<file path="src/rtl/core/cm_pkg.sv">
package cm_pkg;

	localparam int MAX_TRIALS    = 16;
	localparam int MAX_POSITIONS = 64;
	localparam int SAMPLE_BITS   = 32;

	localparam int TRIAL_W  = $clog2(MAX_TRIALS);
	localparam int POS_W    = $clog2(MAX_POSITIONS);
	localparam int TCNT_W   = 5;
	localparam int PCNT_W   = 7;
	localparam int ADDR_W   = TRIAL_W + POS_W;
	localparam int CFG_IDX_W  = 1;
	localparam int CFG_DATA_W = 7;

	localparam logic [CFG_IDX_W-1:0] CFG_TRIAL_COUNT    = 1'd0;
	localparam logic [CFG_IDX_W-1:0] CFG_POSITION_COUNT = 1'd1;

	localparam logic ACT_STORE   = 1'b0;
	localparam logic ACT_COMPUTE = 1'b1;

	typedef struct packed {
		logic        action;
		logic [3:0]  trial;
		logic [5:0]  position;
		logic [31:0] sample;
	} in_beat_t;

	typedef struct packed {
		logic [5:0]  result_position;
		logic [31:0] median;
		logic        last;
	} out_beat_t;

	typedef struct packed {
		logic clear;
		logic insert;
	} chain_ctrl_t;

	typedef enum logic [1:0] {
		ST_IDLE,
		ST_READ,
		ST_DRAIN,
		ST_EMIT
	} state_t;

endpackage

</file>
<file path="src/rtl/core/cm_cell.sv">
module cm_cell
	import cm_pkg::*;
(
	input  logic                   clk,
	input  logic                   insert,
	input  logic                   occupied,
	input  logic [SAMPLE_BITS-1:0] new_val,
	input  logic [SAMPLE_BITS-1:0] left_val,
	input  logic                   left_lt,
	output logic [SAMPLE_BITS-1:0] val,
	output logic                   lt
);

	logic [SAMPLE_BITS-1:0] val_q;

	// An empty cell behaves as if it held a value above every sample.
	assign lt  = !occupied || (new_val < val_q);
	assign val = val_q;

	always_ff @(posedge clk) begin
		if (insert && lt) begin
			val_q <= left_lt ? left_val : new_val;
		end
	end

endmodule

</file>
<file path="src/rtl/core/cm_chain.sv">
module cm_chain
	import cm_pkg::*;
(
	input  logic                   clk,
	input  logic                   arst_n,
	input  chain_ctrl_t            ctrl,
	input  logic [SAMPLE_BITS-1:0] new_val,
	input  logic [TCNT_W-1:0]      n,
	output logic [SAMPLE_BITS-1:0] median
);

	logic [TCNT_W-1:0]      cnt_q;
	logic [SAMPLE_BITS-1:0] vals [MAX_TRIALS];
	logic                   lts  [MAX_TRIALS];
	logic [TRIAL_W-1:0]     half;
	logic [TRIAL_W-1:0]     half_m1;
	logic [SAMPLE_BITS:0]   pair_sum;

	always_ff @(posedge clk or negedge arst_n) begin
		if (!arst_n) begin
			cnt_q <= '0;
		end else if (ctrl.clear) begin
			cnt_q <= '0;
		end else if (ctrl.insert) begin
			cnt_q <= cnt_q + TCNT_W'(1);
		end
	end

	for (genvar i = 0; i < MAX_TRIALS; i++) begin : g_cell
		logic [SAMPLE_BITS-1:0] lv;
		logic                   llt;
		if (i == 0) begin : g_first
			assign lv  = new_val;
			assign llt = 1'b0;
		end else begin : g_rest
			assign lv  = vals[i-1];
			assign llt = lts[i-1];
		end
		cm_cell u_cell (
			.clk      (clk),
			.insert   (ctrl.insert),
			.occupied (TCNT_W'(i) < cnt_q),
			.new_val  (new_val),
			.left_val (lv),
			.left_lt  (llt),
			.val      (vals[i]),
			.lt       (lts[i])
		);
	end

	assign half     = n[TRIAL_W:1];
	assign half_m1  = half - TRIAL_W'(1);
	assign pair_sum = {1'b0, vals[half_m1]} + {1'b0, vals[half]};

	always_comb begin
		if (n[0]) begin
			median = vals[half];
		end else begin
			median = pair_sum[SAMPLE_BITS:1];
		end
	end

endmodule

</file>
<file path="config.mk">
export PLATFORM = sky130hd
export DESIGN_NAME = cm_chain
export DESIGN_NICKNAME = d
export VERILOG_FILES = /design/src/rtl/core/cm_pkg.sv /design/src/rtl/core/cm_cell.sv /design/src/rtl/core/cm_chain.sv
export SDC_FILE = /design/constraint.sdc
export NUM_CORES = 2
export LEC_CHECK = 0
export BUFFER_PORTS_ARGS = -buffer_cell sky130_fd_sc_hd__buf_2
export CORE_AREA = 2 2 315 317
export CTS_CLUSTER_DIAMETER = 120
export DETAILED_ROUTE_END_ITERATION = 8
export DIE_AREA = 0 0 317 319
export SLEW_MARGIN = 20
export SYNTH_ARGS = -nofsm -noshare
export SYNTH_HDL_FRONTEND = slang
export SYNTH_SLANG_ARGS = --single-unit
</file>
<file path="constraint.sdc">
create_clock -name clk -period 20.5 [get_ports clk]
set_input_delay 3.075 -clock clk [delete_from_list [all_inputs] [get_ports clk]]
set_output_delay 3.075 -clock clk [all_outputs]
set_load 0.05 [all_outputs]
</file>
* Word level (Yosys, flattened, before mapping)
Cells that the tools add are included.
** Word-level totals
- Flip-flop bits (word level) :: 517
- Input bits :: 41
- Word-level logic and storage cells :: 129
** Operators by class
- Add/sub/neg operators :: 3
- Magnitude comparators :: 34
- Multiplexer cells :: 24
- Bitwise gates (word level) :: 2
- Reduce and logical (&&, ||, !) cells :: 49
** Operator list (number)
- 32-bit 2-to-1 mux :: 20
- 32-bit < comparator :: 16
- 32-bit binary-select mux with 4-bit select :: 2
- 4-bit by 5-bit < comparator with 1-bit output (first input constant) :: 8
- 32-bit by 32-bit adder with 33-bit output :: 1
- 3-bit by 5-bit < comparator with 1-bit output (first input constant) :: 4
- 1-bit logical AND :: 16
- 1-bit logical NOT :: 16
- 1-bit logical OR :: 16
- 5-bit >= comparator (second input constant) :: 2
- 1-bit by 5-bit < comparator with 1-bit output (first input constant) :: 2
- 2-bit by 5-bit < comparator with 1-bit output (first input constant) :: 2
- 5-bit 2-to-1 mux :: 2
- 4-bit inverter with 5-bit output :: 2
- 5-bit by 1-bit adder with 5-bit output (second input constant) :: 1
- 4-bit by 1-bit subtractor with 4-bit output (second input constant) :: 1
- 2-bit nonzero test :: 1

* Logic depth before layout (Yosys ltp)
- Word-level depth :: 7
- Depth in mapped cells :: 25
- Depth with buffers taken out :: 19

* Hierarchy
Synthesis repeated with hierarchy kept, for this count alone.
** Second synthesis, totals
- Cells, all modules :: 3862
- Area, all modules :: 45215.9 um2
** By module, submodules not included
- cm_cell (g_cell[0].u_cell ...) :: times used 15, cells an instance 179, area an instance 2177.1 um2, sequential area each 960.9 um2
- cm_chain :: times used 1, cells an instance 998, area an instance 10377.5 um2, sequential area each 125.1 um2
- cm_cell (g_cell[4].u_cell) :: times used 1, cells an instance 179, area an instance 2182.1 um2, sequential area each 960.9 um2

* Worst setup path before layout
Ideal clock, no wire load.
- Path kind :: input port to output port
- Start :: input port n[1]
- End :: output port median[27]
- Data arrival time :: 10252 ps
- Required time :: 17425 ps
- Path slack :: 7173 ps
- Stages on the path :: 24
- Path buffers :: 8
- Cell sequence :: buf_4 > clkbuf_1 > clkbuf_1 > clkbuf_1 > buf_1 > inv_1 > ha_1 > buf_1 > buf_1 > clkbuf_1 > mux4_2 > mux4_2 > fa_1 > a21o_1 > a21oi_1 > o21bai_1 > a41oi_1 > o41a_1 > or2_2 > o21a_1 > nand2_1 > a41oi_1 > xor2_1 > o21ai_0
** Between the ends
- Cells in the longest elaborated chain, start to end :: 7
- Elaborated cells on any way between the ends :: 11
- Those cells by class :: 2 x add/sub; 7 x mux; 2 x bitwise
** Ends and longest elaborated chain
- from (decl) :: line cm_chain.sv:8 : input logic [TCNT_W-1:0] n,
- 4-bit by 1-bit subtractor with 4-bit output :: line cm_chain.sv:52 : assign half_m1 = half - TRIAL_W'(1);
- 4-bit inverter with 5-bit output (not written as such) :: line cm_chain.sv:53 : assign pair_sum = {1'b0, vals[half_m1]} + {1'b0, vals[half]};
- 32-bit binary-select mux with 4-bit select :: line cm_chain.sv:53
- 32-bit 2-to-1 mux (not written as such) (2 in series) :: line cm_chain.sv:53
- 32-bit by 32-bit adder with 33-bit output :: line cm_chain.sv:53
- 32-bit 2-to-1 mux * :: line cm_chain.sv:56 : if (n[0]) begin
- to (decl) :: line cm_chain.sv:9 : output logic [SAMPLE_BITS-1:0] median
Every way passes the cells marked *; elsewhere a longest branch is shown, timed or not. The select of a mux whose other input is x is not followed.

* Final worst setup path
- Start :: input port n[1]
- End :: output port median[19]
The elaborated chain is that of the path after synthesis.

==> impl_metrics.yaml <==
layout:
  num-nets-final: 4405
  postLayoutCoreUtil: 0.489
  area_growth_pct: 9.41
  design_area_um2: 47800
  drive_gt1_frac: 0.256
  fillers: 8780
  finalNonFillerCells: 5169
  layout_common_cells: "ha_1, inv_1, edfxtp_1"
  layout_commonest_cell: "ha_1"
  layout.area.seq_um2: 15500
  multi_input_area_um2: 25800
clock_network:
  tritoncts: "yes"
  cts_buffers: 61
  cts_resized: 0
  htreeDepth: 2
  clkLatencyLatePin_ps: 690
  clock_sinks: 517
  root_buffer: "clkbuf_16"
  path_clk_slew_ps: 60
  postCtsSetupRepairBufs: 0
  clock_path_buffers: 3
  hold_buffers: 0
die:
  initial_core_util: 0.447
  rows: 115
  die_width_um: 317
  io_pins: 73
  fp.coreArea_um2: 97700
  die_area_um2: 101000
  dieHeight_um: 319
logic_synthesis:
  synth_seq_cells: 517
  syn-cell-area_um2: 43700
  synth_ff_type: "edfxtp_1"
  avgSynthCellArea_um2: 11.5
  yosys_warnings: 0
  synthesis.nets: 4381
  synth_top_area_frac: 0.352
  ys_top_cells_by_area: "edfxtp_1, ha_1, mux2_2"
  synthArstFlopShare: 0.00967
  synthDistinctLibCells: 65
  synth_edf_count: 512
  ys_seq_area_frac: 0.355
  synth_cells: 3810
  yosysTopAreaCell: "edfxtp_1"
sta:
  final.setup_skew_ps: 18.7
  slew_viol_final: 0
  tns_ps: 0
  setup_viol: 0
  rsz0062_at_grt: "no"
  worstMarginPinSlew_ps: 1210
  final_hold_viol_count: 0
  fmax_mhz: 77.0
  min_period_over_period: 0.633
  period_needed_ps: 12980
  fin_hold_ws_ps: 605
  finalWorstSetupSlack_ps: 7520
  relSlewSlack: 0.173
pwr:
  irDropWorstVdd_mv: 0.0693
  p_leak_nw: 20.7
  total_power_mw: 3.52
  powerDensity_nw_per_um2: 73.7
setup_path:
  crit_required_ps: 17430
  end_kind: "output pin"
  critical_path_arrival_ps: 9910
  path_class: "in2out"
  reg2regPathDepth: 14
  start_kind: "input port"
  crit_fanout: 120
hold_path:
  min_path_type: "reg2reg"
  hold_depth: 1
place:
  gp_congestion: 0.976
  port_buffers: 72
  dpl_cell_area_um2: 45800
  dp_hpwl_um: 109000
  pre_cts_slack_ps: 7550
  placedCellCount: 5058
global_routing:
  gr-total-overflow: 0
  grt_usage: 0.307
  grt_max_degree: 121
  antenna_found_initial: 4
  grt_pass1_wl_um: 225000
  grt_pass1_vias: 32133
routing:
  drt-total-wl_um: 157000
  ant_nets: 0
  vias_per_cell: 6.43
  drc: 0
  drt_iter0_markers: 3595
  dr.pass1.iters: 6
  post_drt_wl_per_cell_um: 30.3
  num_vias: 33250
job:
  maxCapViolCount: 0
outcome:
  outcome: "finished clean"
## power breakdown
part	internal, mW	switching, mW
Sequential	1.25	0.0764
Combinational	0.409	0.664
Clock	0.625	0.494
Total	2.29	1.23
## layout make-up
class,instances,area share
clock inverter,34,0.00707
tap,1287,0.0337
sequential,517,0.324
clock buffer,75,0.0335
multi-input combinational,2589,0.541
inverter,515,0.0405
antenna,2,0.000105
timing repair buffer,150,0.0204
## path summary, 6_finish.rpt
| path | start | end | slack (ps) |
|---|---|---|---|
| worst min-delay path | g_cell[2].u_cell.val[16] | g_cell[3].u_cell.val[16] | 600 |
| worst min register to register | g_cell[2].u_cell.val[16] | g_cell[3].u_cell.val[16] | 600 |
| worst max-delay path | n[1] | median[19] | 7520 |
| min in group asynchronous | arst_n | cnt_q[0] | 2230 |
| max in group asynchronous | arst_n | cnt_q[3] | 18090 |
| worst max register to register | g_cell[9].u_cell.val[25] | g_cell[9].u_cell.val[19] | 15180 |
## sequential cells by signal, summed over array words and instances, names as in the netlist
signal / cells
cnt_q: 5
g_cell.u_cell.val: 512
## per-layer routing
metal	vias up	global-route usage	wire length [um]
li1	14455	-	-
met1	16868	0.428	65100
met2	1632	0.457	68900
met3	291	0.0838	16800
met4	4	0.104	5790
met5	-	0	64
## worst max-delay path: stages
cell     delay, ps
buf_8          430
buf_4          750
buf_4          770
buf_12         690
mux4_2         610
mux4_2         500
ha_1           390
a21o_1         190
a21o_1         180
a21o_1         180
o21ai_0        150
o41a_1         280
o21ai_0        240
a21o_1         260
a21oi_1        210
xor2_1         100
o21ai_0        340
buf_2          340
## cells in the mapped netlist (3+ instances only)
cell type and number:
mux4_2 226, o21bai_1 3, or3_1 7, o31ai_1 6, and2_1 6, o221ai_1 32
buf_2 10, mux2i_1 98, o22ai_1 30, xnor2_1 16, dfrtp_1 5, nand4_1 67
o21ai_0 182, mux2_2 482, a41oi_1 5, ha_1 529, a31oi_1 11, a21o_1 182
nor2b_1 49, xor2_1 16, edfxtp_1 512, a311oi_1 3, inv_1 514, and4_1 8
a211oi_1 14, o21a_1 12, nor2_1 92, nor4_1 15, a2111oi_0 5, a21oi_1 206
a221o_1 4, nand2_1 125, nor3_1 21, nand3_1 17, o211ai_1 9, and3_1 10
clkbuf_1 149, nand2b_1 52, buf_1 29, or2_2 5, a221oi_1 12, o21ai_1 5
## cell families (layout without fill, tap and decap cells)
kind of cell	count (synthesis)	in the layout	synth area share
DFF	517	517	0.355
buffers and inverters	704	774	0.0609
AOI/OAI and AO/OA	740	740	0.106
xor gates and xnor gates	32	32	0.00642
and+or+nand+nor	481	481	0.0562
muxes	806	806	0.263
adders and majority gates	530	530	0.152
other	0	2	0
Note: power is estimated with default switching activity, not from simulation.
